[src/quadratic_phase_chirp_mixer_macros.svh]
// Assertion helpers used by the mixer's top level.
`ifndef QUADRATIC_PHASE_CHIRP_MIXER_MACROS_SVH
`define QUADRATIC_PHASE_CHIRP_MIXER_MACROS_SVH

// Checks a property on every rising edge while reset is released.
`define QPCM_ASSERT(lbl, prop, msg) \
  lbl: assert property (@(posedge clk_i) disable iff (!rst_ni) prop) else $error(msg);

// Checks a property on every rising edge, reset included.
`define QPCM_ASSERT_ALWAYS(lbl, prop, msg) \
  lbl: assert property (@(posedge clk_i) prop) else $error(msg);

`endif

[src/qpcm_pkg.sv]
package qpcm_pkg;

  localparam int PHASE_BITS   = 48;
  localparam int SAMPLE_BITS  = 16;
  localparam int SINCOS_BITS  = 18;
  localparam int ANG_BITS     = 32;
  localparam int CORDIC_STEPS = 30;
  localparam int CW           = 34;
  localparam int STEP_BITS    = 5;
  localparam int PROD_BITS    = SAMPLE_BITS + SINCOS_BITS;
  localparam int ACC_BITS     = PROD_BITS + 2;
  localparam int RND_SH       = SINCOS_BITS - 2;
  localparam int CORDIC_SH    = 32 - SINCOS_BITS;
  localparam int COEFF_BITS   = 48;

  localparam logic signed [CW-1:0] CORDIC_GAIN = 34'sd652032874;

  typedef enum logic {
    CFG_ENABLE = 1'b0,
    CFG_COEFF  = 1'b1
  } cfg_idx_e;

  typedef struct packed {
    logic signed [SAMPLE_BITS-1:0] re;
    logic signed [SAMPLE_BITS-1:0] im;
    logic                          last;
    logic                          en;
    logic [ANG_BITS-1:0]           angle;
  } item_t;

  typedef struct packed {
    logic full;
    logic empty;
  } q_stat_t;

  // Arctangent of 2^-i in turns, scaled 2^32.
  function automatic logic [29:0] atan_turn(input logic [STEP_BITS-1:0] i);
    logic [29:0] r;
    begin
      case (i)
        5'd0:  r = 30'h20000000;
        5'd1:  r = 30'h12E4051E;
        5'd2:  r = 30'h09FB385B;
        5'd3:  r = 30'h051111D4;
        5'd4:  r = 30'h028B0D43;
        5'd5:  r = 30'h0145D7E1;
        5'd6:  r = 30'h00A2F61E;
        5'd7:  r = 30'h00517C55;
        5'd8:  r = 30'h0028BE53;
        5'd9:  r = 30'h00145F2F;
        5'd10: r = 30'h000A2F98;
        5'd11: r = 30'h000517CC;
        5'd12: r = 30'h00028BE6;
        5'd13: r = 30'h000145F3;
        5'd14: r = 30'h0000A2FA;
        5'd15: r = 30'h0000517D;
        5'd16: r = 30'h000028BE;
        5'd17: r = 30'h0000145F;
        5'd18: r = 30'h00000A30;
        5'd19: r = 30'h00000518;
        5'd20: r = 30'h0000028C;
        5'd21: r = 30'h00000146;
        5'd22: r = 30'h000000A3;
        5'd23: r = 30'h00000051;
        5'd24: r = 30'h00000029;
        5'd25: r = 30'h00000014;
        5'd26: r = 30'h0000000A;
        5'd27: r = 30'h00000005;
        5'd28: r = 30'h00000003;
        5'd29: r = 30'h00000001;
        default: r = 30'h0;
      endcase
      return r;
    end
  endfunction

  // Rounds half up by 2^RND_SH and saturates to the sample range.
  function automatic logic signed [SAMPLE_BITS-1:0] round_sat(
    input logic signed [ACC_BITS-1:0] a
  );
    logic signed [ACC_BITS-1:0] t;
    begin
      t = (a + (ACC_BITS'(1) <<< (RND_SH - 1))) >>> RND_SH;
      if (t > ACC_BITS'(32767)) begin
        return 16'sh7FFF;
      end else if (t < -ACC_BITS'(32768)) begin
        return 16'sh8000;
      end
      return t[SAMPLE_BITS-1:0];
    end
  endfunction

endpackage

[src/qpcm_if.sv]
interface qpcm_in_if;
  logic                     valid;
  logic                     ready;
  logic signed [15:0]       sample_re;
  logic signed [15:0]       sample_im;
  logic                     last_sample;

  modport source (output valid, sample_re, sample_im, last_sample, input ready);
  modport sink   (input valid, sample_re, sample_im, last_sample, output ready);
endinterface


[src/qpcm_front.sv]
module qpcm_front (
  input  logic                                clk_i,
  input  logic                                rst_ni,
  qpcm_in_if.sink                             in_i,
  input  logic                                cfg_we_i,
  input  logic                                cfg_idx_i,
  input  logic [qpcm_pkg::COEFF_BITS-1:0]     cfg_data_i,
  input  qpcm_pkg::q_stat_t                   q_stat_i,
  output logic                                push_o,
  output qpcm_pkg::item_t                     push_item_o
);
  import qpcm_pkg::*;

  logic                  en_q;
  logic [PHASE_BITS-1:0] coeff_q;
  logic [PHASE_BITS-1:0] frac_q, frac_d, step_q, step_d;
  logic                  start_q;
  logic [PHASE_BITS-1:0] frac_cur, step_cur;

  assign in_i.ready = !q_stat_i.full;
  assign push_o     = in_i.valid && in_i.ready;

  // A new block starts from phase zero with the coefficient as it stands.
  assign frac_cur = start_q ? '0 : frac_q;
  assign step_cur = start_q ? coeff_q : step_q;
  assign frac_d   = frac_cur + step_cur;
  assign step_d   = step_cur + (coeff_q << 1);

  always_comb begin
    push_item_o.re    = in_i.sample_re;
    push_item_o.im    = in_i.sample_im;
    push_item_o.last  = in_i.last_sample;
    push_item_o.en    = en_q;
    push_item_o.angle = frac_cur[PHASE_BITS-1 -: ANG_BITS];
  end

  always_ff @(posedge clk_i or negedge rst_ni) begin
    if (!rst_ni) begin
      en_q    <= 1'b0;
      coeff_q <= '0;
      frac_q  <= '0;
      step_q  <= '0;
      start_q <= 1'b1;
    end else begin
      if (cfg_we_i) begin
        if (cfg_idx_i == CFG_ENABLE) begin
          en_q <= cfg_data_i[0];
        end else begin
          coeff_q <= cfg_data_i;
        end
      end
      if (push_o) begin
        frac_q  <= frac_d;
        step_q  <= step_d;
        start_q <= in_i.last_sample;
      end
    end
  end

endmodule

[src/flat_wrapper.sv]
// flat-port wrapper written by rule: the top's interface ports become plain ports
module qpcm_front_flat import qpcm_pkg::*;
  (clk_i, rst_ni, cfg_we_i, cfg_idx_i, cfg_data_i, q_stat_i, push_o, push_item_o, in_i_valid, in_i_sample_re, in_i_sample_im, in_i_last_sample, in_i_ready);
  qpcm_in_if in_i_i ();
  input  logic clk_i;
  input  logic rst_ni;
  input  logic cfg_we_i;
  input  logic cfg_idx_i;
  input  logic [qpcm_pkg::COEFF_BITS-1:0] cfg_data_i;
  input  qpcm_pkg::q_stat_t q_stat_i;
  output logic push_o;
  output qpcm_pkg::item_t push_item_o;
  input wire logic [$bits(in_i_i.valid)-1:0] in_i_valid;
  input wire logic [$bits(in_i_i.sample_re)-1:0] in_i_sample_re;
  input wire logic [$bits(in_i_i.sample_im)-1:0] in_i_sample_im;
  input wire logic [$bits(in_i_i.last_sample)-1:0] in_i_last_sample;
  output wire logic [$bits(in_i_i.ready)-1:0] in_i_ready;
  assign in_i_i.valid = in_i_valid;
  assign in_i_i.sample_re = in_i_sample_re;
  assign in_i_i.sample_im = in_i_sample_im;
  assign in_i_i.last_sample = in_i_last_sample;
  assign in_i_ready = in_i_i.ready;
  qpcm_front u_core (.clk_i(clk_i), .rst_ni(rst_ni), .in_i(in_i_i), .cfg_we_i(cfg_we_i), .cfg_idx_i(cfg_idx_i), .cfg_data_i(cfg_data_i), .q_stat_i(q_stat_i), .push_o(push_o), .push_item_o(push_item_o));
endmodule
[config.mk]
export PLATFORM = sky130hd
export DESIGN_NAME = qpcm_front_flat
export DESIGN_NICKNAME = d
export VERILOG_FILES = /design/src/quadratic_phase_chirp_mixer_macros.svh /design/src/qpcm_pkg.sv /design/src/qpcm_if.sv /design/src/qpcm_front.sv /design/src/flat_wrapper.sv
export SDC_FILE = /design/constraint.sdc
export NUM_CORES = 1
export LEC_CHECK = 0
export BUFFER_PORTS_ARGS = -buffer_cell sky130_fd_sc_hd__buf_2
export CORE_MARGIN = 5
export CORE_UTILIZATION = 40
export CTS_BUF_LIST = sky130_fd_sc_hd__clkbuf_8
export DETAILED_ROUTE_END_ITERATION = 6
export PLACE_DENSITY = 0.6
export SYNTH_ARGS = -nofsm -noshare
export SYNTH_HDL_FRONTEND = slang
export SYNTH_SLANG_ARGS = --single-unit
[constraint.sdc]
create_clock -name clk_i -period 5.7 [get_ports clk_i]
set_input_delay 0 -clock clk_i [delete_from_list [all_inputs] [get_ports clk_i]]
set_output_delay 0 -clock clk_i [all_outputs]
set_load 0.03 [all_outputs]
; ---- After elaboration in Yosys (flattened, before gate mapping)
; Index checks and enable logic that the tools add are counted.
; Widths: inputs -> output; s select.
[word_totals]
ramBits = 0
elab_cells = 14
rom_bits = 0
in_bits = 88
latchBits = 0
ff_bits = 146
memories = 0
output_inout_bits = 68
[op_classes]
n_bitwise = 1
n_reduce_logical = 4
n_mul = 0
n_div = 0
addsub = 2
n_lt_le_gt_ge = 0
eq_ne = 0
shift = 0
mux = 2
[op_table]
columns = operator, count
row1 = $add 48x48->48, 2
row2 = $mux 48, 2
row3 = $reduce_and 2->1, 2
row4 = $logic_and 1x1->1, 1
row5 = $logic_not 1->1, 1
row6 = $not 1->1, 1

; ---- Depth between registers and ports, before layout
[logic_depth]
depth_word = 2
depth_mapped = 17
mapped_depth_nobuf = 16

; ---- Worst setup path after synthesis
; No wires, ideal clock.
[synth_timing]
path_type = register -> register
startpoint = register u_core.start_q
endpoint = register u_core.frac_q[47]
arrival_time_ns = 4.024
path_stages_with_launch = 17
t_required_ns = 5.609
setup_ns = 0.091
n_path_buf = 2
slack_ns = 1.584
path_cell_list = dfstp_2 > clkbuf_1 > buf_1 > mux2_2 > ha_1 > a21oi_1 > o22ai_1 > a211o_1 > a221o_1 > a31o_2 > a21oi_4 > o21bai_1 > a21oi_2 > o21ai_1 > xor2_1 > a22o_1 > a22oi_1
[synth_between]
elab_chain_len = 2
word_cells_on_any_way = 3
[synth_rtl]
columns = element, line_no
row1 = from (decl), qpcm_front.sv:17  ; logic start_q;
row2 = from (signal assigned), qpcm_front.sv:55  ; start_q <= in_i.last_sample;
row3 = "$mux 48, on equally long branches", "qpcm_front.sv:24, qpcm_front.sv:25"
row4 = $add 48x48->48 *, qpcm_front.sv:26  ; assign frac_d = frac_cur + step_cur;
row5 = to (signal assigned), qpcm_front.sv:53  ; frac_q <= frac_d;
row6 = to (decl), qpcm_front.sv:16  ; logic [PHASE_BITS-1:0] frac_q, frac_d, step_q, step_d;
; Mark *: on every way between the ends. The rest lies on a longest branch, timed or not.
; A chain may end at the register's enable or synchronous reset.

; ---- Final worst setup path
[layout_timing]
startpoint = register u_core.start_q
endpoint = register u_core.step_q[42]
[layout_between]
elab_chain_len = 2
[layout_rtl]
columns = element, line_no
row1 = $mux 48, qpcm_front.sv:25  ; assign step_cur = start_q ? coeff_q : step_q;
row2 = $add 48x48->48, qpcm_front.sv:27  ; assign step_d = step_cur + (coeff_q << 1);
row3 = to (signal assigned), qpcm_front.sv:54  ; step_q <= step_d;
row4 = to (decl), qpcm_front.sv:16
; Every way passes these cells.

==> results_dict.tcl <==
set metrics [dict create \
    drv_cap 0 \
    numClockSinks 146 \
    pre_cts_ws_ns 0.835 \
    drtIter0Drc 540 \
    cts_max_path_buffers 2 \
    cts_buffers 17 \
    routed_wirelength_um 26900 \
    first_pass_iters 5 \
    grt_pass1_wl_um 44600 \
    port_buffers 90 \
    path_class "register to register" \
    grt_start_max_net_pins 97 \
    ys_ff_latch 146 \
    arrival_ns 5.22 \
    hold_viol_final 0 \
    worst_setup_path_end_kind "register" \
    post-route-period-util 0.862 \
    pin_count 156 \
    route.met3.wl_um 1050 \
    synth.distinct_cells 70 \
    fp.dieW_um 178 \
    cts_tree "built" \
    drive_above_1_share 0.179 \
    diodes 0 \
    grt_pass1_vias 8930 \
    cts_resized 0 \
    peakVddDrop_mv 0.198 \
    clock-root-buffer "clkbuf_8" \
    core_area_um2 27900 \
    die_h_um 178 \
    vias_per_cell 5.24 \
    crit_fanout 37 \
    slew_viol_final 0 \
    antenna_found_initial 0 \
    dr_wl_met2_um 12000 \
    min_period_ns 4.91 \
    dpl.hpwl_um 19700 \
    power_density_nw_per_um2 525 \
    status "completed" \
    wl_per_cell_um 15.5 \
    clk_pin_slew_ns 0.08 \
    synthArstFlopShare 1.00 \
    postRouteAntennaNets 0 \
    fin_nets 1525 \
    grt.total_usage 0.173 \
    num_vias 9084 \
    multi_input_area_um2 7070 \
    crit_required_ns 6.01 \
    leakage_nw 6.10 \
    synth-edff-count 0 \
    seq_area_um2 3660 \
    postSynthAreaPerCell_um2 8.86 \
    min_path_type "input port to primary output" \
    wl_met1_um 13300 \
    setup_viol 0 \
    drcViolationCount 0 \
    rrSetupSlack_ns 0.79 \
    tightest_slew_ns 0.885 \
    syn_area_um2 11300 \
    relSlewSlack 0.410 \
    yosysSeqAreaShare 0.323 \
    num-fill-cells 2769 \
    hold_buffers 51 \
    gp_congestion 0.877 \
    fin_hold_ws_ns 0.00000971 \
    rsz0062_at_grt "no" \
    topRoutingLayerUsed "met4" \
    syn_to_final_growth_pct 12.3 \
    clock_latency_ns 0.47 \
    syn_inst 1276 \
    skew_ns 0.0178 \
    rows 61 \
    postCtsSetupRepairBufs 0 \
    ys.flop_type "dfrtp_1" \
    overflow 0 \
    start_kind "register" \
    htree_levels 4 \
    syn_nets 1459 \
    die_area_um2 31700 \
    fmax_ghz 0.204 \
    tns_ns 0 \
    yosysWarningCount 0 \
    initial_core_util 0.406 \
    layout_setup_ws_ns 0.788 \
]
[sequential cells by signal (all words and copies together), names as in the netlist]
signal,count
u_core.coeff_q,48
u_core.step_q,48
u_core.frac_q,48
u_core.en_q,1
u_core.start_q,1
[where the power goes]
part / total (W) / switching [W] / leakage, nW / internal [W]
Combinational: 0.00424 / 0.00244 / 4.13 / 0.00179
Clock: 0.000824 / 0.000427 / 0.191 / 0.000397
Sequential: 0.00161 / 0.000200 / 1.78 / 0.00141
[worst max-delay path: stages (launching register included)]
cell,delay (ns)
dfstp_4,0.90
mux2_2,0.43
ha_1,0.34
and2_1,0.22
a32oi_1,0.23
a21boi_0,0.41
o21ai_0,0.35
a31o_2,0.35
o21ai_0,0.32
a21oi_1,0.17
o21ai_0,0.23
o211ai_1,0.22
a21boi_0,0.32
xor2_1,0.16
o21ai_0,0.08
[per-layer routing]
metal | GRT usage | vias to the layer above
met2 | 0.275 | 154
met4 | 0.0483 | 0
li1 | - | 4641
met3 | 0.0286 | 26
met5 | 0 | -
met1 | 0.243 | 4263
[cell usage after synthesis (3+ instances only)]
master	n	share of area
nor2b_1	59	0.033
a21o_1	73	0.048
o21ai_1	7	0.0031
o22ai_1	3	0.0017
inv_1	23	0.0076
and4_1	4	0.0031
buf_1	5	0.0017
o21a_1	4	0.0027
nand2_1	168	0.056
a211oi_1	6	0.0040
ha_1	93	0.10
a31oi_1	6	0.0033
o31ai_1	9	0.0060
xnor2_1	49	0.038
and2_1	4	0.0022
clkbuf_1	60	0.020
o21bai_1	6	0.0040
o211ai_1	9	0.0060
o21ai_0	114	0.050
nor3_1	14	0.0062
a31o_2	5	0.0039
a21oi_1	95	0.042
mux2_2	96	0.096
xor2_1	38	0.029
nand3_1	12	0.0053
nand4_1	18	0.010
and3_1	6	0.0033
buf_4	34	0.023
a211o_1	3	0.0023
nand2b_1	12	0.0066
nor2_1	46	0.015
dfrtp_1	145	0.32
a21boi_0	4	0.0027
[worst paths after layout]
path / start / endpoint / cells past startpoint
worst max-delay path: u_core.start_q$_DFFE_PN1P_ / u_core.step_q[42]$_DFFE_PN0P_ / 14
worst min-delay path: in_i_sample_im[11] / push_item_o[45] / 0
worst max register to register: u_core.start_q$_DFFE_PN1P_ / u_core.step_q[42]$_DFFE_PN0P_ / 14
worst min register to register: u_core.frac_q[37]$_DFFE_PN0P_ / u_core.frac_q[37]$_DFFE_PN0P_ / 2
max in group asynchronous: rst_ni / u_core.step_q[39]$_DFFE_PN0P_ / 3
min in group asynchronous: rst_ni / u_core.coeff_q[14]$_DFFE_PN0P_ / 2
[cells by family after synthesis]
family	after synthesis	share of synthesized area
AO/OA/AOI/OAI	373	0.207
XOR/XNOR	87	0.0674
adder cells (fa/ha/maj)	95	0.106
buffers and inverters	124	0.0525
flip-flops	146	0.323
multiplexers	98	0.0974
AND/OR/NAND/NOR	353	0.146
[layout make-up]
cell class,count,area share
repair buffers,147,0.0797
well taps,378,0.0373
clock buffers,18,0.0195
clock inverters,14,0.0113
flip-flops and latches,146,0.288
inverters,24,0.00710
multi-input cells,1006,0.557
[stage by stage]
stage	cells	utilization	cell area [um2]	total power, W
finish	1733	0.456	12700	0.00667
global route	1733	0.456	12700	0.00729
CTS	1733	0.456	12700	0.00671
detailed placement	1650	0.423	11800	0.00581
global placement	1650	0.423	11800	0.00576
floorplan	1276	-	11300	0.00494
[layout by cell type (no fill, tap or decap), drive strengths merged, types with 3 or more instances in the layout]
cell and n:
xnor2 49, nand2 168, a21oi 98, nor2 46, a211oi 7, ha 93
a31o 5, mux2 96, o31ai 11, o211ai 10, dfrtp 145, o21bai 6
o21ai 122, nand2b 12, xor2 38, clkinvlp 5, nor3 14, a211o 3
and4 4, dlygate4sd3 51, a31oi 6, clkinv 4, a21o 74, o22ai 3
and3 6, nor2b 59, a21boi 5, buf 96, inv 27, o21a 4
and2 4, nand3 12, nand4 18, clkbuf 18
Power figures use the tool's default switching activity.
