[config.mk]
export PLATFORM = sky130hd
export DESIGN_NAME = qpcm_back_flat
export DESIGN_NICKNAME = d
export VERILOG_FILES = /design/src/quadratic_phase_chirp_mixer_macros.svh /design/src/qpcm_pkg.sv /design/src/qpcm_if.sv /design/src/qpcm_back.sv /design/src/flat_wrapper.sv
export SDC_FILE = /design/constraint.sdc
export NUM_CORES = 2
export LEC_CHECK = 0
export BUFFER_PORTS_ARGS = -buffer_cell sky130_fd_sc_hd__buf_2
export CAP_MARGIN = 20
export CORE_AREA = 4 4 387 389
export DETAILED_ROUTE_END_ITERATION = 12
export DIE_AREA = 0 0 391 393
export GPL_TIMING_DRIVEN = 0
export PLACE_DENSITY = 0.7
export SLEW_MARGIN = 20
export SYNTH_ARGS = -nofsm -noshare
export SYNTH_HDL_FRONTEND = slang
export SYNTH_SLANG_ARGS = --single-unit
[constraint.sdc]
create_clock -name clk_i -period 15.5 [get_ports clk_i]
set_input_delay 0.775 -clock clk_i [delete_from_list [all_inputs] [get_ports clk_i]]
set_output_delay 0.775 -clock clk_i [all_outputs]
set_load 0.02 [all_outputs]
[src/quadratic_phase_chirp_mixer_macros.svh]
// Assertion helpers used by the mixer's top level.
`ifndef QUADRATIC_PHASE_CHIRP_MIXER_MACROS_SVH
`define QUADRATIC_PHASE_CHIRP_MIXER_MACROS_SVH

// Checks a property on every rising edge while reset is released.
`define QPCM_ASSERT(lbl, prop, msg) \
  lbl: assert property (@(posedge clk_i) disable iff (!rst_ni) prop) else $error(msg);

// Checks a property on every rising edge, reset included.
`define QPCM_ASSERT_ALWAYS(lbl, prop, msg) \
  lbl: assert property (@(posedge clk_i) prop) else $error(msg);

`endif

[src/qpcm_pkg.sv]
package qpcm_pkg;

  localparam int PHASE_BITS   = 48;
  localparam int SAMPLE_BITS  = 16;
  localparam int SINCOS_BITS  = 18;
  localparam int ANG_BITS     = 32;
  localparam int CORDIC_STEPS = 30;
  localparam int CW           = 34;
  localparam int STEP_BITS    = 5;
  localparam int PROD_BITS    = SAMPLE_BITS + SINCOS_BITS;
  localparam int ACC_BITS     = PROD_BITS + 2;
  localparam int RND_SH       = SINCOS_BITS - 2;
  localparam int CORDIC_SH    = 32 - SINCOS_BITS;
  localparam int COEFF_BITS   = 48;

  localparam logic signed [CW-1:0] CORDIC_GAIN = 34'sd652032874;

  typedef enum logic {
    CFG_ENABLE = 1'b0,
    CFG_COEFF  = 1'b1
  } cfg_idx_e;

  typedef struct packed {
    logic signed [SAMPLE_BITS-1:0] re;
    logic signed [SAMPLE_BITS-1:0] im;
    logic                          last;
    logic                          en;
    logic [ANG_BITS-1:0]           angle;
  } item_t;

  typedef struct packed {
    logic full;
    logic empty;
  } q_stat_t;

  // Arctangent of 2^-i in turns, scaled 2^32.
  function automatic logic [29:0] atan_turn(input logic [STEP_BITS-1:0] i);
    logic [29:0] r;
    begin
      case (i)
        5'd0:  r = 30'h20000000;
        5'd1:  r = 30'h12E4051E;
        5'd2:  r = 30'h09FB385B;
        5'd3:  r = 30'h051111D4;
        5'd4:  r = 30'h028B0D43;
        5'd5:  r = 30'h0145D7E1;
        5'd6:  r = 30'h00A2F61E;
        5'd7:  r = 30'h00517C55;
        5'd8:  r = 30'h0028BE53;
        5'd9:  r = 30'h00145F2F;
        5'd10: r = 30'h000A2F98;
        5'd11: r = 30'h000517CC;
        5'd12: r = 30'h00028BE6;
        5'd13: r = 30'h000145F3;
        5'd14: r = 30'h0000A2FA;
        5'd15: r = 30'h0000517D;
        5'd16: r = 30'h000028BE;
        5'd17: r = 30'h0000145F;
        5'd18: r = 30'h00000A30;
        5'd19: r = 30'h00000518;
        5'd20: r = 30'h0000028C;
        5'd21: r = 30'h00000146;
        5'd22: r = 30'h000000A3;
        5'd23: r = 30'h00000051;
        5'd24: r = 30'h00000029;
        5'd25: r = 30'h00000014;
        5'd26: r = 30'h0000000A;
        5'd27: r = 30'h00000005;
        5'd28: r = 30'h00000003;
        5'd29: r = 30'h00000001;
        default: r = 30'h0;
      endcase
      return r;
    end
  endfunction

  // Rounds half up by 2^RND_SH and saturates to the sample range.
  function automatic logic signed [SAMPLE_BITS-1:0] round_sat(
    input logic signed [ACC_BITS-1:0] a
  );
    logic signed [ACC_BITS-1:0] t;
    begin
      t = (a + (ACC_BITS'(1) <<< (RND_SH - 1))) >>> RND_SH;
      if (t > ACC_BITS'(32767)) begin
        return 16'sh7FFF;
      end else if (t < -ACC_BITS'(32768)) begin
        return 16'sh8000;
      end
      return t[SAMPLE_BITS-1:0];
    end
  endfunction

endpackage

[src/qpcm_if.sv]


interface qpcm_out_if;
  logic                     valid;
  logic                     ready;
  logic signed [15:0]       out_re;
  logic signed [15:0]       out_im;
  logic                     last_out;

  modport source (output valid, out_re, out_im, last_out, input ready);
  modport sink   (input valid, out_re, out_im, last_out, output ready);
endinterface

[src/qpcm_back.sv]
module qpcm_back (
  input  logic              clk_i,
  input  logic              rst_ni,
  input  qpcm_pkg::item_t   item_i,
  input  qpcm_pkg::q_stat_t stat_i,
  output logic              pop_o,
  qpcm_out_if.source        out_o
);
  import qpcm_pkg::*;

  typedef enum logic [4:0] {
    ST_IDLE = 5'b00001,
    ST_ROT  = 5'b00010,
    ST_RND  = 5'b00100,
    ST_MUL  = 5'b01000,
    ST_DONE = 5'b10000
  } state_e;

  state_e                        st_q;
  logic signed [SAMPLE_BITS-1:0] re_q, im_q;
  logic                          last_q, en_q, flip_q;
  logic signed [CW-1:0]          x_q, y_q, z_q;
  logic [STEP_BITS-1:0]          i_q;
  logic signed [SINCOS_BITS-1:0] c_q, s_q;
  logic signed [PROD_BITS-1:0]   p_rc_q, p_is_q, p_rs_q, p_ic_q;
  logic                          ov_q;
  logic signed [SAMPLE_BITS-1:0] ore_q, oim_q;
  logic                          olast_q;

  logic signed [CW-1:0] z0, atan_s, xs, ys, xf, yf, xr, yr;
  logic signed [ACC_BITS-1:0] acc_re, acc_im;
  logic                 load;

  assign pop_o = (st_q == ST_IDLE) && !stat_i.empty;
  assign load  = (st_q == ST_DONE) && (!ov_q || out_o.ready);

  assign z0     = CW'($signed(item_i.angle));
  assign atan_s = $signed({4'b0, atan_turn(i_q)});
  assign xs     = x_q >>> i_q;
  assign ys     = y_q >>> i_q;
  assign xf     = flip_q ? -x_q : x_q;
  assign yf     = flip_q ? -y_q : y_q;
  assign xr     = (xf + (CW'(1) <<< (CORDIC_SH - 1))) >>> CORDIC_SH;
  assign yr     = (yf + (CW'(1) <<< (CORDIC_SH - 1))) >>> CORDIC_SH;
  assign acc_re = ACC_BITS'(p_rc_q) - ACC_BITS'(p_is_q);
  assign acc_im = ACC_BITS'(p_rs_q) + ACC_BITS'(p_ic_q);

  assign out_o.valid    = ov_q;
  assign out_o.out_re   = ore_q;
  assign out_o.out_im   = oim_q;
  assign out_o.last_out = olast_q;

  always_ff @(posedge clk_i) begin
    case (st_q)
      ST_IDLE: begin
        re_q   <= item_i.re;
        im_q   <= item_i.im;
        last_q <= item_i.last;
        en_q   <= item_i.en;
        x_q    <= CORDIC_GAIN;
        y_q    <= '0;
        i_q    <= '0;
        // Fold the angle into the right half plane; the result is negated later.
        if (z0 > CW'(34'sh40000000)) begin
          z_q    <= z0 - CW'(34'sh80000000);
          flip_q <= 1'b1;
        end else if (z0 < -CW'(34'sh40000000)) begin
          z_q    <= z0 + CW'(34'sh80000000);
          flip_q <= 1'b1;
        end else begin
          z_q    <= z0;
          flip_q <= 1'b0;
        end
      end
      ST_ROT: begin
        if (!z_q[CW-1]) begin
          x_q <= x_q - ys;
          y_q <= y_q + xs;
          z_q <= z_q - atan_s;
        end else begin
          x_q <= x_q + ys;
          y_q <= y_q - xs;
          z_q <= z_q + atan_s;
        end
        i_q <= i_q + 1'b1;
      end
      ST_RND: begin
        c_q <= xr[SINCOS_BITS-1:0];
        s_q <= yr[SINCOS_BITS-1:0];
      end
      ST_MUL: begin
        p_rc_q <= re_q * c_q;
        p_is_q <= im_q * s_q;
        p_rs_q <= re_q * s_q;
        p_ic_q <= im_q * c_q;
      end
      default: begin
      end
    endcase
    if (load) begin
      ore_q   <= en_q ? round_sat(acc_re) : re_q;
      oim_q   <= en_q ? round_sat(acc_im) : im_q;
      olast_q <= last_q;
    end
  end

  always_ff @(posedge clk_i or negedge rst_ni) begin
    if (!rst_ni) begin
      st_q <= ST_IDLE;
      ov_q <= 1'b0;
    end else begin
      if (load) begin
        ov_q <= 1'b1;
      end else if (out_o.ready) begin
        ov_q <= 1'b0;
      end
      case (st_q)
        ST_IDLE: if (pop_o) st_q <= item_i.en ? ST_ROT : ST_DONE;
        ST_ROT:  if (i_q == STEP_BITS'(CORDIC_STEPS - 1)) st_q <= ST_RND;
        ST_RND:  st_q <= ST_MUL;
        ST_MUL:  st_q <= ST_DONE;
        ST_DONE: if (load) st_q <= ST_IDLE;
        default: st_q <= ST_IDLE;
      endcase
    end
  end

endmodule

[src/flat_wrapper.sv]
// flat-port wrapper written by rule: the top's interface ports become plain ports
module qpcm_back_flat import qpcm_pkg::*;
  (clk_i, rst_ni, item_i, stat_i, pop_o, out_o_valid, out_o_out_re, out_o_out_im, out_o_last_out, out_o_ready);
  qpcm_out_if out_o_i ();
  input  logic clk_i;
  input  logic rst_ni;
  input  qpcm_pkg::item_t item_i;
  input  qpcm_pkg::q_stat_t stat_i;
  output logic pop_o;
  output wire logic [$bits(out_o_i.valid)-1:0] out_o_valid;
  output wire logic [$bits(out_o_i.out_re)-1:0] out_o_out_re;
  output wire logic [$bits(out_o_i.out_im)-1:0] out_o_out_im;
  output wire logic [$bits(out_o_i.last_out)-1:0] out_o_last_out;
  input wire logic [$bits(out_o_i.ready)-1:0] out_o_ready;
  assign out_o_valid = out_o_i.valid;
  assign out_o_out_re = out_o_i.out_re;
  assign out_o_out_im = out_o_i.out_im;
  assign out_o_last_out = out_o_i.last_out;
  assign out_o_i.ready = out_o_ready;
  qpcm_back u_core (.clk_i(clk_i), .rst_ni(rst_ni), .item_i(item_i), .stat_i(stat_i), .pop_o(pop_o), .out_o(out_o_i));
endmodule
### Yosys cells after proc, flatten, opt, wreduce, memory -nomap -nowiden

Memory sizes are Yosys's and may differ from the RTL's. A register that Yosys moved wholly into a read port is not among the register bits.
Index checks and enable logic that the tools add are counted.

| storage, ports and cells | value |
|---|---|
| output and inout port bits | 35 |
| memories | 1 |
| memory bits (read-only) | 960 |
| bits of input ports | 71 |
| logic and storage cells | 101 |
| bits in registers | 353 |

| operators by class | value |
|---|---|
| multiplexer cells | 34 |
| $lt $le $gt $ge | 6 |
| shift operators | 2 |
| reduce and logical (&&, ||, !) cells | 8 |
| $add $sub $neg | 17 |
| multiply operators | 4 |
| eq/ne operators | 9 |

Memory list:

| name | depth | width | rd ports | clocked after memory_dff | write ports | RTL line | RTL |
|---|---|---|---|---|---|---|---|
| (name not given) | 32 | 30 | 1 | 1 | 0 | qpcm_pkg.sv:40 | `case (i)` |

Operator list:

| operator | number |
|---|---|
| case mux 34 bit (2 select lines) | 3 |
| 2-to-1 mux 34 bit | 5 |
| multiplier 16 x 18 -> 34 bit | 4 |
| 2-to-1 mux 16 bit | 8 |
| adder 35 x 17 -> 36 bit (second input constant) | 2 |
| adder 34 bit | 2 |
| >>> shifter 34 x 5 -> 34 bit | 2 |
| subtractor 34 bit | 2 |
| adder 32 x 15 -> 32 bit (second input constant) | 2 |
| 2-to-1 mux 32 bit | 2 |
| negation 32 bit | 2 |
| greater-than comparator 20 x 16 -> 1 bit (second input constant) | 2 |
| < comparator 20 x 16 -> 1 bit (second input constant) | 2 |
| adder 34 x 34 -> 35 bit | 1 |
| subtractor 34 x 34 -> 35 bit | 1 |
| adder 32 x 33 -> 34 bit (second input constant) | 1 |
| adder 34 x 31 -> 34 bit | 1 |
| subtractor 32 x 33 -> 34 bit (second input constant) | 1 |
| subtractor 34 x 31 -> 34 bit | 1 |
| greater-than comparator 32 bit (second input constant) | 1 |
| < comparator 32 x 31 -> 1 bit (second input constant) | 1 |
| 2-to-1 mux 5 bit | 5 |
| case mux 5 bit (5 select lines) | 1 |
| equality test 5 bit (second input constant) | 2 |
| 14 further kinds | 26 |

### Logic depth before layout (Yosys ltp)

| depth | value |
|---|---|
| depth in word-level cells | 8 |
| gate-level depth with buffers | 30 |
| depth with buffers taken out | 26 |

### Worst setup path before layout

No wires, ideal clock.

| timing path | value |
|---|---|
| path kind | flip-flop to flip-flop |
| start point | register u_core.re_q[7] |
| end point | register u_core.p_rc_q[31], data pin |
| slack | 8,869 ps |
| cell stages (with the launch flop) | 26 |
| required time | 15,242 ps |
| arrival | 6,372 ps |
| setup time | 258 ps |
| cells stage by stage | edfxtp_1 clkbuf_1 clkbuf_1 nand2_1 fa_1 inv_1 fa_1 inv_1 fa_1 inv_1 fa_1 fa_1 inv_1 fa_1 inv_1 ha_1 a211o_1 a21o_1 a211o_1 a21oi_1 o31ai_1 a31o_2 a311o_1 a21o_1 a21oi_1 xnor2_1 |

| between the ends | value |
|---|---|
| cells in the longest elaborated chain, start to end | 1 |

Ends and longest elaborated chain:

| item | RTL line | RTL |
|---|---|---|
| start, declared | qpcm_back.sv:20 | `logic signed [SAMPLE_BITS-1:0] re_q, im_q;` |
| start signal, assigned | qpcm_back.sv:56 | `re_q <= item_i.re;` |
| multiplier 16 x 18 -> 34 bit | qpcm_back.sv:92 | `p_rc_q <= re_q * c_q;` |
| end signal, assigned | qpcm_back.sv:92 |  |
| end, declared | qpcm_back.sv:25 | `logic signed [PROD_BITS-1:0] p_rc_q, p_is_q, p_rs_q, p_ic_q;` |

No other way between the ends.
A chain may end at the register's enable or synchronous reset.

### Worst setup path in the final report

| timing path | value |
|---|---|
| start point | register u_core.im_q[15] |
| end point | register u_core.p_ic_q[32], data pin |

| between the ends | value |
|---|---|
| cells in the longest elaborated chain, start to end | 1 |

Ends and longest elaborated chain:

| item | RTL line | RTL |
|---|---|---|
| start, declared | qpcm_back.sv:20 |  |
| start signal, assigned | qpcm_back.sv:57 | `im_q <= item_i.im;` |
| multiplier 16 x 18 -> 34 bit | qpcm_back.sv:95 | `p_ic_q <= im_q * c_q;` |
| end signal, assigned | qpcm_back.sv:95 |  |
| end, declared | qpcm_back.sv:25 |  |

No other way between the ends.

==> run metrics <==
Cell variety after synth=96; Setup Viol. Count Final=0; global-route wire length before repair=381000 microns; clock sink count=383; maximum number of pins on one net before global-route repair=a little under 100; synthesized netlist net count=between 9000 and 10000; TritonCTS clock tree=done; TritonRoute pass-1 iters=8; number of instances in the synthesized netlist=~7800; number of inserted filler cells in the final layout=around 14000; cell with the most instances on the worst path=sky130_fd_sc_hd__fa_1; portion of the post-synthesis area used by sequential elements=15.36%; TritonCTS Buffers=between 40 and 50; Remaining DRCs=0; Multi-input gate area=~55000 sq um; final sum of negative setup slack=0 ns; data required time of the worst path=roughly 16 ns; Critical Path AT=roughly 9.4 ns; CTS clk-pin slew, worst paths=around 0.06 ns; clock root buffer=sky130_fd_sc_hd__clkbuf_16; pins over their slew limit=0; transition time at the pin with the least slew margin=between 1 and 1.5 ns; Clock Tree Buf Depth=3; Setup Crit Path Kind=register to register; CP delay by family, top=adder cells; number of hold-slack violations in the final timing report=0; largest fanout of any net on the critical path=10; Avg Cell Area, Syn=9.296 sq um; startpoint type of the worst setup path=register; antenna violations before repair=27; count of input and output buffers=about 100; top-area cell type share of the netlist area=between 30% and 40%; most repeated cell in the gate-level netlist after synthesis=sky130_fd_sc_hd__inv_1; Layout Cell Area excl Fill=just under 80000 sq um; count of maximum capacitance violations=0; end-of-flow core utilization=52.87%; postcts setup bufs=0; worst skew pair latency=between 0.6 and 0.7 ns; starting density of the core=approximately 50%; via count=between 50000 and 60000; Layout Skew=between 0.04 and 0.05 ns; Die Outline Area=roughly 150000 sq um; relative max-transition margin=between 10% and 20%; cell type of the slowest stage on the worst timing path=sky130_fd_sc_hd__edfxtp_1; outcome=complete, no violations; Crit path largest cell delay=around 0.86 ns; Core ar.=between 100000 and 150000 sq um; IO Count=around 110; Yosys warning count=0; global router's overall resource usage=33.68%; number of storage elements in the synthesis netlist=~380; path type of the worst min-delay path=input port to register; Via-to-Cell Ratio=approximately 6; RSZ-0062 raised after global routing=false; global placement routability congestion=around 1; placed inst area=approximately 76000 sq um; Setup crit end kind=register; Mapped Area=just over 70000 sq um; Final Routed Wirelength=255400 microns; sequential cell area=11170 sq um; dominant register cell in the synthesized netlist=sky130_fd_sc_hd__edfxtp_1; post-place setup slack=roughly 6.6 ns; average wire per standard cell=about 26 microns; crit path time final=9.084 ns; vertical die dimension=about 390 microns; num rows=approximately 140; cell-by-cell listing of the critical path=inv_1 > clkbuf_1 > buf_1 > nor2_1 > fa_1 > fa_1 > fa_1 > fa_1 > fa_1 > inv_1 > fa_1 > inv_1 > ha_1 > a21o_1 > a21o_1 > a21oi_1 > o31ai_1 > a31o_2 > a41oi_1 > a21oi_1 > a311o_1 > a21oi_1 > a21oi_1 > xor2_1; share of cells above drive strength 1=5.091%; commonest cells in the netlist=1374 x sky130_fd_sc_hd__inv_1, 1163 x sky130_fd_sc_hd__fa_1, 822 x sky130_fd_sc_hd__nand2_1; HPWL reported at the end of detailed placement=~210000 microns; Period Utilization, post-route=slightly below 60%; final global-route overflow total=0; fin worst setup slack=about 6.4 ns; final antenna-violating net count=0; number of global-route vias before repair=about 60000; largest area contributor in the netlist=sky130_fd_sc_hd__fa_1; synth top area cells=sky130_fd_sc_hd__fa_1 32%, sky130_fd_sc_hd__edfxtp_1 14%, sky130_fd_sc_hd__ha_1 10%; highest clock frequency the design can meet=about 110 MHz; share of flip-flops with an asynchronous set or reset=under 10%; area added between synthesis and finish=6.675%; number of synthesized flops with an enable pin=roughly 350; CTS HTree Levels=2; DIE WIDTH=around 400 microns; Crit path buffers/inverters=5; Nets=a little under 10000; violation count after the first detailed-routing iteration=5400
[worst paths after layout]
check	from	endpoint	slack, ns	cells after the start
max	u_core.im_q[15]$_DFFE_PN_	u_core.p_ic_q[32]$_DFFE_PP_	6.42	24
min	item_i[46]	u_core.im_q[12]$_DFFE_PN_	0.27	1
max reg2reg	u_core.im_q[15]$_DFFE_PN_	u_core.p_ic_q[32]$_DFFE_PP_	6.42	24
min reg2reg	u_core.last_q$_DFFE_PN_	u_core.out_o.last_out$_DFFE_PP_	0.42	0
max in group asynchronous	rst_ni	u_core.st_q[0]$_DFFE_PN1P_	14.84	2
min in group asynchronous	rst_ni	u_core.st_q[4]$_DFFE_PN0P_	0.44	2
[what timing repair did]
item | 4_1_cts | 5_1_grt
hold endpoints to repair | 5 | 0
hold buffers | 1 | 0
gates resized for setup | 0 | 0
[cell families (layout without fill, tap and decap cells)]
family / count (synthesis) / after routing / share of synthesized area, %
buffers and inverters: 1762 / 1970 / 9.281
flip-flops: 383 / 383 / 15.36
XOR/XNOR: 417 / 417 / 5.040
AND/OR/NAND/NOR: 2233 / 2233 / 15.01
adder cells (fa/ha/maj): 1753 / 1753 / 42.15
AO/OA/AOI/OAI: 1117 / 1117 / 9.747
other: 0 / 7 / 0
multiplexers: 160 / 160 / 3.419
[metal layers]
metal  GRT usage [%]  wire length, microns
met1           41.04                 94590
met2           54.01                116400
met3           6.698                 22260
met4           23.44                 22090
met5               0                    68
[flip-flops by register name, summed over array words and instances, names as in the netlist, 5 cells and up]
signal,flops
u_core.im_q,16
u_core.i_q,5
u_core.p_is_q,34
u_core.s_q,18
u_core.p_ic_q,34
u_core.z_q,34
u_core.y_q,34
u_core.atan_s,30
u_core.p_rc_q,34
u_core.out_o.out_re,16
u_core.out_o.out_im,16
u_core.c_q,18
u_core.p_rs_q,34
u_core.x_q,34
u_core.st_q,5
u_core.re_q,16
[metrics by stage]
stage | hold WS [ns] | cells
6_report | 0.2700 | 9970
3_5_place_dp | 0.4097 | 9871
3_3_place_gp | 0.4019 | 9859
5_1_grt | 0.2451 | 9963
4_1_cts | 0.2230 | 9963
2_1_floorplan | 0.4003 | 7825
[final cells by class]
type	count	area share [%]
Antenna cell	7	0.02257
Buffer	385	2.075
Clock buffer	57	1.619
Clock inverter	34	0.4918
Inverter	1377	6.680
Multi-Input combinational cell	5680	70.68
Sequential cell	383	14.40
Tap cell	1930	3.112
Timing Repair Buffer	117	0.9255
[layout by cell type, fill, tap and decap left out, drive strengths merged, types with 54 or more instances in the layout]
| master | Yosys | routed |
|---|---|---|
| o21ai | 232 | 232 |
| nand3 | 71 | 71 |
| and2 | 574 | 574 |
| clkbuf | 336 | 393 |
| xnor2 | 259 | 259 |
| a31oi | 54 | 54 |
| nand2 | 822 | 822 |
| xor2 | 157 | 157 |
| mux4 | 66 | 66 |
| nor2 | 372 | 372 |
| a21oi | 354 | 354 |
| ha | 589 | 589 |
| edfxtp | 347 | 347 |
| a21o | 132 | 132 |
| buf | 49 | 165 |
| nor3 | 74 | 74 |
| inv | 1374 | 1379 |
| nand2b | 73 | 73 |
| fa | 1163 | 1163 |
Power is not shown: default switching activity piles up to over one toggle a cycle in this logic, so the estimate is an artifact.
