<file path="config.mk">
export PLATFORM = sky130hd
export DESIGN_NAME = qpcm_fifo
export DESIGN_NICKNAME = d
export VERILOG_FILES = /design/src/quadratic_phase_chirp_mixer_macros.svh /design/src/qpcm_pkg.sv /design/src/qpcm_fifo.sv
export SDC_FILE = /design/constraint.sdc
export NUM_CORES = 1
export LEC_CHECK = 0
export ABC_AREA = 1
export CORE_ASPECT_RATIO = 0.6
export CORE_MARGIN = 2
export CORE_UTILIZATION = 55
export DETAILED_ROUTE_END_ITERATION = 12
export DONT_BUFFER_PORTS = 1
export HOLD_SLACK_MARGIN = 0.05
export PLACE_DENSITY = 0.81
export SETUP_SLACK_MARGIN = 0.1
export SYNTH_ARGS = -nofsm -noshare
export SYNTH_HDL_FRONTEND = slang
export SYNTH_SLANG_ARGS = --single-unit
</file>
<file path="constraint.sdc">
create_clock -name clk_i -period 6.8 [get_ports clk_i]
set_input_delay 1.7 -clock clk_i [delete_from_list [all_inputs] [get_ports clk_i]]
set_output_delay 1.7 -clock clk_i [all_outputs]
set_load 0.005 [all_outputs]
</file>
<file path="src/quadratic_phase_chirp_mixer_macros.svh">
// Assertion helpers used by the mixer's top level.
`ifndef QUADRATIC_PHASE_CHIRP_MIXER_MACROS_SVH
`define QUADRATIC_PHASE_CHIRP_MIXER_MACROS_SVH

// Checks a property on every rising edge while reset is released.
`define QPCM_ASSERT(lbl, prop, msg) \
  lbl: assert property (@(posedge clk_i) disable iff (!rst_ni) prop) else $error(msg);

// Checks a property on every rising edge, reset included.
`define QPCM_ASSERT_ALWAYS(lbl, prop, msg) \
  lbl: assert property (@(posedge clk_i) prop) else $error(msg);

`endif

</file>
<file path="src/qpcm_pkg.sv">
package qpcm_pkg;

  localparam int PHASE_BITS   = 48;
  localparam int SAMPLE_BITS  = 16;
  localparam int SINCOS_BITS  = 18;
  localparam int ANG_BITS     = 32;
  localparam int CORDIC_STEPS = 30;
  localparam int CW           = 34;
  localparam int STEP_BITS    = 5;
  localparam int PROD_BITS    = SAMPLE_BITS + SINCOS_BITS;
  localparam int ACC_BITS     = PROD_BITS + 2;
  localparam int RND_SH       = SINCOS_BITS - 2;
  localparam int CORDIC_SH    = 32 - SINCOS_BITS;
  localparam int COEFF_BITS   = 48;

  localparam logic signed [CW-1:0] CORDIC_GAIN = 34'sd652032874;

  typedef enum logic {
    CFG_ENABLE = 1'b0,
    CFG_COEFF  = 1'b1
  } cfg_idx_e;

  typedef struct packed {
    logic signed [SAMPLE_BITS-1:0] re;
    logic signed [SAMPLE_BITS-1:0] im;
    logic                          last;
    logic                          en;
    logic [ANG_BITS-1:0]           angle;
  } item_t;

  typedef struct packed {
    logic full;
    logic empty;
  } q_stat_t;

  // Arctangent of 2^-i in turns, scaled 2^32.
  function automatic logic [29:0] atan_turn(input logic [STEP_BITS-1:0] i);
    logic [29:0] r;
    begin
      case (i)
        5'd0:  r = 30'h20000000;
        5'd1:  r = 30'h12E4051E;
        5'd2:  r = 30'h09FB385B;
        5'd3:  r = 30'h051111D4;
        5'd4:  r = 30'h028B0D43;
        5'd5:  r = 30'h0145D7E1;
        5'd6:  r = 30'h00A2F61E;
        5'd7:  r = 30'h00517C55;
        5'd8:  r = 30'h0028BE53;
        5'd9:  r = 30'h00145F2F;
        5'd10: r = 30'h000A2F98;
        5'd11: r = 30'h000517CC;
        5'd12: r = 30'h00028BE6;
        5'd13: r = 30'h000145F3;
        5'd14: r = 30'h0000A2FA;
        5'd15: r = 30'h0000517D;
        5'd16: r = 30'h000028BE;
        5'd17: r = 30'h0000145F;
        5'd18: r = 30'h00000A30;
        5'd19: r = 30'h00000518;
        5'd20: r = 30'h0000028C;
        5'd21: r = 30'h00000146;
        5'd22: r = 30'h000000A3;
        5'd23: r = 30'h00000051;
        5'd24: r = 30'h00000029;
        5'd25: r = 30'h00000014;
        5'd26: r = 30'h0000000A;
        5'd27: r = 30'h00000005;
        5'd28: r = 30'h00000003;
        5'd29: r = 30'h00000001;
        default: r = 30'h0;
      endcase
      return r;
    end
  endfunction

  // Rounds half up by 2^RND_SH and saturates to the sample range.
  function automatic logic signed [SAMPLE_BITS-1:0] round_sat(
    input logic signed [ACC_BITS-1:0] a
  );
    logic signed [ACC_BITS-1:0] t;
    begin
      t = (a + (ACC_BITS'(1) <<< (RND_SH - 1))) >>> RND_SH;
      if (t > ACC_BITS'(32767)) begin
        return 16'sh7FFF;
      end else if (t < -ACC_BITS'(32768)) begin
        return 16'sh8000;
      end
      return t[SAMPLE_BITS-1:0];
    end
  endfunction

endpackage

</file>
<file path="src/qpcm_fifo.sv">
module qpcm_fifo (
  input  logic              clk_i,
  input  logic              rst_ni,
  input  logic              push_i,
  input  qpcm_pkg::item_t   push_item_i,
  input  logic              pop_i,
  output qpcm_pkg::item_t   head_o,
  output qpcm_pkg::q_stat_t stat_o
);
  import qpcm_pkg::*;

  item_t      mem_q [2];
  logic       wr_q, rd_q;
  logic [1:0] cnt_q;

  assign head_o       = mem_q[rd_q];
  assign stat_o.full  = (cnt_q == 2'd2);
  assign stat_o.empty = (cnt_q == 2'd0);

  always_ff @(posedge clk_i) begin
    if (push_i) begin
      mem_q[wr_q] <= push_item_i;
    end
  end

  always_ff @(posedge clk_i or negedge rst_ni) begin
    if (!rst_ni) begin
      wr_q  <= 1'b0;
      rd_q  <= 1'b0;
      cnt_q <= 2'd0;
    end else begin
      if (push_i) wr_q <= ~wr_q;
      if (pop_i)  rd_q <= ~rd_q;
      cnt_q <= cnt_q + {1'b0, push_i} - {1'b0, pop_i};
    end
  end

endmodule

</file>
# ---- After elaboration in Yosys (flattened, before gate mapping)
# Memory sizes are Yosys's and may differ from the RTL's.
# Index checks and enable logic that the tools add are counted.
# Widths: inputs -> output; s select.
dict set report classes {
  magnitude_cmp 0
  n_shift 0
  mux 2
  bitwise 2
  reduce_logical 1
  div 0
  eq_ne 1
  add_sub_neg 2
  multipliers 0
}
# operator count
set ops {}
lappend ops {{$add 2x1->2} 1}
lappend ops {{$eq 2x2->1 const B} 1}
lappend ops {{$logic_not 2->1} 1}
lappend ops {{$mux 1} 2}
lappend ops {{$not 1->1} 2}
lappend ops {{$sub 2x1->2} 1}
dict set report word_totals {
  memories 1
  ramBits 132
  out_inout_bits 68
  rom_bits 0
  latch_bits 0
  reg_bits 4
  elab_cells 12
}
# name depth width read_ports rd_ports_with_merged_regs write_ports line_no
set memory_table {}
lappend memory_table {mem_q 2 66 1 0 1 qpcm_fifo.sv:12} ;# item_t mem_q [2];

# ---- Logic depth before layout (Yosys ltp)
# Gate-level depths: netlist of the first run.
dict set report logic_depth {
  ltp_word 2
  ltp_mapped 7
  mapped_depth_nobuf 7
}

# ---- Worst setup path before layout of the first run
# No wires, ideal clock.
dict set report synth_path {
  path_type {input-to-reg}
  startpoint {in push_i}
  endpoint {mem mem_q[0][0] in the netlist's numbering (enable)}
  stages 2
  t_arrival_ps 4508
  required_time_ps 6308
  setup_slack_ps 1800
  setup_ps 492
  path_cell_list {inv_1 -> nor2_1}
}
dict set report synth_via {
  elab_chain_cells 2
}
# item line_no
set synth_lines {}
lappend synth_lines {{start, declared} qpcm_fifo.sv:4} ;# input logic push_i,
lappend synth_lines {{$mux 1} qpcm_fifo.sv:21} ;# if (push_i) begin
lappend synth_lines {{$mux 1 (implied by the code)} qpcm_fifo.sv:22} ;# mem_q[wr_q] <= push_item_i;
lappend synth_lines {{end, declared} qpcm_fifo.sv:12}
# No other way between the ends.

==> results of run 1 <==
power groups by stage:
stage / Sequential (uW) / Combinational (uW) / Clock, uW
6_report: 1260 / 353 / 861
5_1_grt: 1290 / 411 / 916
4_1_cts: 1260 / 364 / 877
3_5_place_dp: 1280 / 363 / 0
3_3_place_gp: 1260 / 350 / 0
2_1_floorplan: 1180 / 391 / 0
synthesized netlist by cell type (all sizes together):
master / count / area (sq um)
nand3: 1 / 5.00
o21ai: 66 / 330
nor2: 3 / 11.3
edfxtp: 132 / 3960
buf: 2 / 18.8
ha: 2 / 25.0
clkbuf: 12 / 105
nand2: 72 / 270
inv: 73 / 274
dfrtp: 4 / 100
xor2: 2 / 17.5
stage by stage:
stage	setup slack [ns]	instance area [sq um]	hold WS, ns	util (%)
2_1_floorplan	1.80	5120	0.463	-
3_3_place_gp	3.53	5170	0.528	56.7
3_5_place_dp	3.50	5170	0.553	56.7
4_1_cts	3.07	5730	0.562	62.8
5_1_grt	2.88	5730	0.593	62.8
6_report	3.06	5730	0.561	62.8
layer usage:
layer	share of wire, %	global-route usage [%]	vias to the layer above
li1	-	-	1251
met1	41	19.6	1183
met2	47	26.6	109
met3	12	10.9	9
met4	0.88	6.41	0
met5	0	0	-
cell families after synthesis:
logic type	share of synthesized area (%)
compound gates	6.45
xor+xnor	0.342
fa+ha+maj	0.489
buf+inv	7.77
flops	79.4
simple gates	5.59
area by class of cell:
type | count | area (sq um) | area share [%]
well taps | 116 | 145 | 2.53
clock inverters | 13 | 129 | 2.25
clock buffers | 19 | 433 | 7.55
repair buffers | 2 | 15.0 | 0.262
multi-input cells | 146 | 667 | 11.6
flip-flops and latches | 136 | 4070 | 71.0
inverters | 73 | 274 | 4.78
path summary, 6_finish.rpt:
kind	startpoint	endpoint	slack [ns]	depth (start not counted)
worst max-delay path	rd_q	head_o[47]	3.06	1
max in group asynchronous	rst_ni	rd_q	5.73	0
worst min register to register	wr_q	wr_q	0.56	1
worst max register to register	wr_q	mem_q[1][3]	5.13	3
worst min-delay path	wr_q	wr_q	0.56	1
min in group asynchronous	rst_ni	rd_q	0.99	0
registers in the layout (all words and copies together) (netlist names):
register / cells
cnt_q: 2
mem_q: 132
rd_q: 1
wr_q: 1
==> reports/metrics.yaml, run 1 <==
status: "completed"
clockBufferDepth: 2
critPathCaptureType: "output port"
switchingPower_uw: 719
hold_buffers: 0
gp_congestion: 0.722
intPower_uw: 1750
grt_overflow_total: 0
power_uw: 2470
dr.first_iter.drc_count: 227
cts_setup_buffers: 0
setup_viol: 0
grt_usage_pct: 17.3
fin_crit_ns: 3.74
vias: 2552
cp-start-kind: "register"
grt_max_degree: 134
finalNetCount: 448
power_density_mw_per_mm2: 431
crit_type: "reg2out"
clk_latency_ns: 0.40
route.detailed.drc: 0
worstPathArrival_ns: 2.04
cts_tree: "done"
slew_viol_final: 0
die-area_sq_mm: 0.0101
rsz0062_at_grt: "false"
initial_utilization_pct: 56.1
setup_tns_ns: 0
final_cell_mix: "132 x edfxtp_1, 72 x inv_1, 72 x nand2_1, 66 x o21ai_0, 17 x clkbuf_16"
final_common_cell: "edfxtp_1"
p_leak_uw: 0.00223
wl_mm: 8.43
vias_per_cell: 5.05
cts_root_buf: "clkbuf_16"
syn-instance-count: 369
layoutNonFillerInstCount: 505
synth_area_sq_mm: 0.00512
clk_pin_slew_ns: 0.06
wl_per_cell_microns: 16.7
ant_nets: 0
grt_first_pass_wirelength_mm: 12.7
drive_gt1_share_pct: 8.48
n_antenna_cell: 0
avgSynthCellArea_sq_um: 13.9
timing.fmax_mhz: 267
finalCritPeriodShare_pct: 55.0
first_global_vias: 2526
num_rows: 27
first_pass_iters: 5
crit_buf_inv: 0
hp-class: "reg2reg"
ys_types: 13
cts_resized: 0
cts.sinks: 136
worst_pin_slew_ns: 1.14
syn_nets: 441
area_growth_pct: 11.9
crit_slowest_cell: "dfrtp_4"
clockPowerShare_pct: 34.8
io_pins: 138
seq_power_share_pct: 50.9
dp_hpwl_mm: 5.14
cts.htree.levels: 4
cts_made_buffers: 17
grt_antenna_before_repair: 0
ys_warn_count: 0
place_inst: 473
port-buffer-count: 0
seq_area_frac_synth_pct: 79.4
hold_viol: 0
max_cap_violations: 0
comb_power_share_pct: 14.3
crit_path_max_incr_delay_ns: 1.13
n_fill_cell: 668
yosys_register_bits: 136
ir_drop_mv: 0.286
crit_fanout: 133
die_h_microns: 78.7
fp.dieW_microns: 129
swShare_pct: 29.1
slew_headroom_pct: 24.3
cpLargestDelayFamily: "flip-flops"
core_area_sq_mm: 0.00912
crit_chain: "o21ai_0"
cp.required_ns: 5.10
skew_ns: 0.00417
Note: power is estimated with default switching activity, not from simulation.
==> run 2, diff against run 1 <==
==> constraint.sdc (replaced) <==
create_clock -name clk_i -period 3.6 [get_ports clk_i]
set_input_delay 0.9 -clock clk_i [delete_from_list [all_inputs] [get_ports clk_i]]
set_output_delay 0.9 -clock clk_i [all_outputs]
set_load 0.005 [all_outputs]
==> reports/metrics.yaml, run 2 (synthesis gave the netlist of run 1 again) <==
status: "completed"
cts_tree: "done"
critPathCapture: "head_o[48]"
crit_chain: "buf_4 -> o21ai_0"
clk_latency_ns: 0.39
grt_max_degree: 54
hold_buffers: 0
dp_slack_ns: 1.23
n_fill_cell: 627
num_rows: 27
slew_viol_final: 0
final_cell_mix: "132 x edfxtp_1, 72 x inv_1, 72 x nand2_1, 66 x o21ai_0, 17 x clkbuf_16"
crit_type: "reg2out"
power_density_mw_per_mm2: 800
die-area_sq_mm: 0.0101
first_pass_iters: 4
grt_usage_pct: 16.9
critPathCaptureType: "output port"
cts_resized: 0
worst_pin_slew_ns: 0.704
route.detailed.drc: 0
crit_slowest_cell: "dfrtp_4"
io_pins: 138
setup_viol: 0
core_area_sq_mm: 0.00912
timing.fmax_mhz: 363
crit_fanout: 53
seqCellArea_sq_mm: 0.00407
port-buffer-count: 0
holdWs_ns: 0.195
p_leak_uw: 0.00224
max_cap_violations: 0
r2r_end: "mem_q[1][22]"
finalNetCount: 450
rsz0062_at_grt: "false"
fp.dieW_microns: 129
cts_setup_buffers: 0
multi_input_area_sq_um: 667
skew_ns: 0.00505
finalWorstSetupSlack_ns: 0.845
grt_antenna_before_repair: 0
fin_util_pct: 63.0
finalCritPeriodShare_pct: 76.5
cts.sinks: 136
vias: 2534
stdcell_area_sq_mm: 0.00575
reg_top3: "mem_q (132), cnt_q (2)"
cts_root_buf: "clkbuf_16"
hp-class: "in2async"
initial_utilization_pct: 56.1
ant_nets: 0
hold_viol: 0
gp_congestion: 0.675
worstPathArrival_ns: 1.85
clockBufferDepth: 2
r2r_cells: 3
ir_drop_mv: 0.434
wl_mm: 8.13
setup_tns_ns: 0
first_global_vias: 2468
final_common_cell: "edfxtp_1"
cp.required_ns: 2.70
cts_made_buffers: 17
cts.htree.levels: 4
place_area_sq_mm: 0.00521
largest_reg_flops: 132
largest_register: "mem_q"
rr_startpoint: "wr_q"
slew_headroom_pct: 53.0
clk_pin_slew_ns: 0.06
n_antenna_cell: 0
drive_gt1_share_pct: 8.70
crit_start: "rd_q"
area_growth_pct: 12.2
dp_hpwl_mm: 5.18
fin_crit_ns: 2.75
cp-start-kind: "register"
rrSetupSlack_ns: 1.92
wl_per_cell_microns: 16.0
grt_overflow_total: 0
grt_first_pass_wirelength_mm: 12.3
vias_per_cell: 5.00
crit_path_max_incr_delay_ns: 0.71
dr.first_iter.drc_count: 141
die_h_microns: 78.7
[run 2: cell types whose count changed in the layout (fill, tap and decap cells not counted), sizes merged]
| cell | before | now |
|---|---|---|
| inv | 75 | 74 |
| bufinv | 2 | 1 |
| buf | 2 | 4 |
| clkinv | 7 | 9 |
[run 2: critical path: cells and delay by family, from the launching register on]
kind                   cells  cell delay [ns]
buffers and inverters      1             0.47
AOI/OAI and AO/OA          1             0.27
DFF                        1             0.71
[run 2: cell type report]
type,count,share of cell area (%)
inverter,73,4.77
clock inverter,13,1.85
tap,116,2.53
timing repair buffer,4,0.958
multi-input combinational,146,11.6
sequential,136,70.8
clock buffer,19,7.53
[run 2: how the worst min path moves through the flow]
stage	start	to	slack (ns)	cells after the start
floorplan	wr_q	wr_q	0.48	1
global placement	wr_q	wr_q	0.53	1
detailed placement	wr_q	wr_q	0.54	1
CTS	rst_ni	wr_q	0.17	0
global route	rst_ni	rd_q	0.17	0
finish	rst_ni	cnt_q[1]	0.19	0
[run 2: through the flow]
step                total power (uW)  cells
global placement                3070    475
finish                          4600    507
detailed placement              3110    475
global route                    4860    507
CTS                             4660    507
floorplan                       2950    369
[run 2: per-layer routing]
metal	global-route usage [%]	vias up	wire [microns]
li1	-	1258	-
met1	18.0	1162	3250
met2	26.0	103	3640
met3	11.5	11	1160
met4	8.15	0	79
met5	0	-	0
[run 2: power breakdown]
| group | total, uW | switching (uW) | internal (uW) |
|---|---|---|---|
| combinational | 798 | 592 | 205 |
| sequential | 2250 | 147 | 2110 |
| clock | 1550 | 607 | 942 |
| total | 4600 | 1350 | 3250 |
==> run 3, diff against run 2 <==
--- a/config.mk
+++ b/config.mk
@@ -12,7 +12,7 @@
 export DETAILED_ROUTE_END_ITERATION = 12
 export DONT_BUFFER_PORTS = 1
 export HOLD_SLACK_MARGIN = 0.05
-export PLACE_DENSITY = 0.81
+export PLACE_DENSITY = 0.84
 export SETUP_SLACK_MARGIN = 0.1
 export SYNTH_ARGS = -nofsm -noshare
 export SYNTH_HDL_FRONTEND = slang
==> constraint.sdc (replaced) <==
create_clock -name clk_i -period 2.25 [get_ports clk_i]
set_input_delay 0.5625 -clock clk_i [delete_from_list [all_inputs] [get_ports clk_i]]
set_output_delay 0.5625 -clock clk_i [all_outputs]
set_load 0.005 [all_outputs]
==> reports/metrics.yaml, run 3 (synthesis gave the netlist of run 1 again) <==
status: "completed"
finalNetCount: 455
port-buffer-count: 0
largest_register: "mem_q"
final_common_cell: "edfxtp_1"
fp.dieW_microns: 129
vias_per_cell: 5.16
skew_ns: 0.00532
hp-class: "in2reg"
slew_headroom_pct: 68.9
comb_power_share_pct: 18.7
holdWs_ns: 0.245
power_density_mw_per_mm2: 1340
critPathCaptureType: "output port"
clockPowerShare_pct: 36.0
first_pass_iters: 4
num_rows: 27
gp_congestion: 0.740
drive_gt1_share_pct: 9.62
cts_tree: "done"
cp.required_ns: 1.69
clk_latency_ns: 0.40
dp_slack_ns: 0.494
rsz0062_at_grt: "false"
clk_pin_slew_ns: 0.06
core_area_sq_mm: 0.00912
grt_usage_pct: 18.7
dr.first_iter.drc_count: 185
final_cell_mix: "132 x edfxtp_1, 72 x inv_1, 72 x nand2_1, 56 x o21ai_0, 17 x clkbuf_16"
vias: 2635
crit_type: "reg2out"
clockBufferDepth: 2
initial_utilization_pct: 56.1
grt_util_met3_pct: 11.9
crit_fanout: 40
largest_reg_flops: 132
finalCritPeriodShare_pct: 92.3
max_cap_violations: 0
grt_first_pass_wirelength_mm: 13.6
reg_top3: "mem_q (132), cnt_q (2)"
cp-start-kind: "register"
first_global_vias: 2661
seq_power_share_pct: 45.4
dp_hpwl_mm: 5.85
place_inst: 478
ir_drop_mv: 1.07
wl_mm: 9.16
finalWorstSetupSlack_ns: 0.173
layoutNonFillerInstCount: 511
swShare_pct: 28.6
grt_max_degree: 49
wl_per_cell_microns: 17.9
p_leak_uw: 0.00229
cts_made_buffers: 17
die-area_sq_mm: 0.0101
grt_use_met1_pct: 19.9
slew_viol_final: 0
grt.busiest_layer: "met2"
route.detailed.drc: 0
cts.htree.levels: 4
intPower_uw: 5620
cts.sinks: 136
die_h_microns: 78.7
use_met2_pct: 30.2
n_antenna_cell: 0
grt_antenna_before_repair: 0
switchingPower_uw: 2250
fin_crit_ns: 2.08
ant_nets: 0
worstPathArrival_ns: 1.51
hold_viol: 0
grt_overflow_total: 0
cts_root_buf: "clkbuf_16"
fin_util_pct: 64.3
area_growth_pct: 14.5
timing.fmax_mhz: 481
setup_tns_ns: 0
io_pins: 138
worst_pin_slew_ns: 0.466
setup_viol: 0
rrSetupSlack_ns: 0.87
run 3: cell types whose count changed in the layout (fill, tap and decap cells not counted), sizes merged:
cell | before | now
clkinvlp | 2 | 3
clkinv | 9 | 5
bufinv | 1 | 4
buf | 4 | 8
clkbuf | 19 | 18
dlygate4sd3 | 0 | 1
run 3: metal layers:
metal  vias up  routed length, microns  part of all wire [%]
li1       1266                       -                     -
met1      1237                    3570                    39
met2       125                    4310                    47
met3         7                    1200                    13
met4         0                      78                  0.85
met5         -                       0                     0
run 3: worst paths after layout:
check / start / to / depth (start not counted)
setup / recovery: rd_q / head_o[12] / 2
hold / removal: push_i / wr_q / 1
setup reg to reg: wr_q / mem_q[1][52] / 3
hold reg to reg: wr_q / wr_q / 1
max in group asynchronous: rst_ni / rd_q / 1
min in group asynchronous: rst_ni / cnt_q[0] / 1
run 3: worst max-delay path, stage by stage (launching register included):
cell and delay [ns]:
dfrtp_4 0.60, buf_12 0.21, o21ai_0 0.29
run 3: per-stage QoR:
stage	total power, uW	instance area (sq um)
floorplan	4720	5130
global placement	4990	5240
detailed placement	5060	5240
CTS	7950	5860
global route	8270	5860
finish	7870	5860
run 3: layout make-up:
class	instances	area (sq um)
Clock buffer	18	429
Multi-Input combinational cell	146	667
Tap cell	116	145
Inverter	73	278
Timing Repair Buffer	9	98.8
Sequential cell	136	4070
Clock inverter	13	178
Fill cell	661	3260
run 3: timing repair:
item                       4_1_cts  5_1_grt
hold buffers                     1        0
gates resized for setup          4        6
setup buffers                    1        0
setup endpoints to repair       14        6
hold endpoints to repair         4        0
pin swaps                        0        0
gates cloned                     0        0
run 3: power groups by stage:
stage / sequential [uW] / clock, uW / combinational [uW]
4_1_cts: 3580 / 2880 / 1500
3_5_place_dp: 3660 / 0 / 1400
3_3_place_gp: 3630 / 0 / 1360
2_1_floorplan: 3530 / 0 / 1190
6_report: 3570 / 2830 / 1470
5_1_grt: 3620 / 2970 / 1680
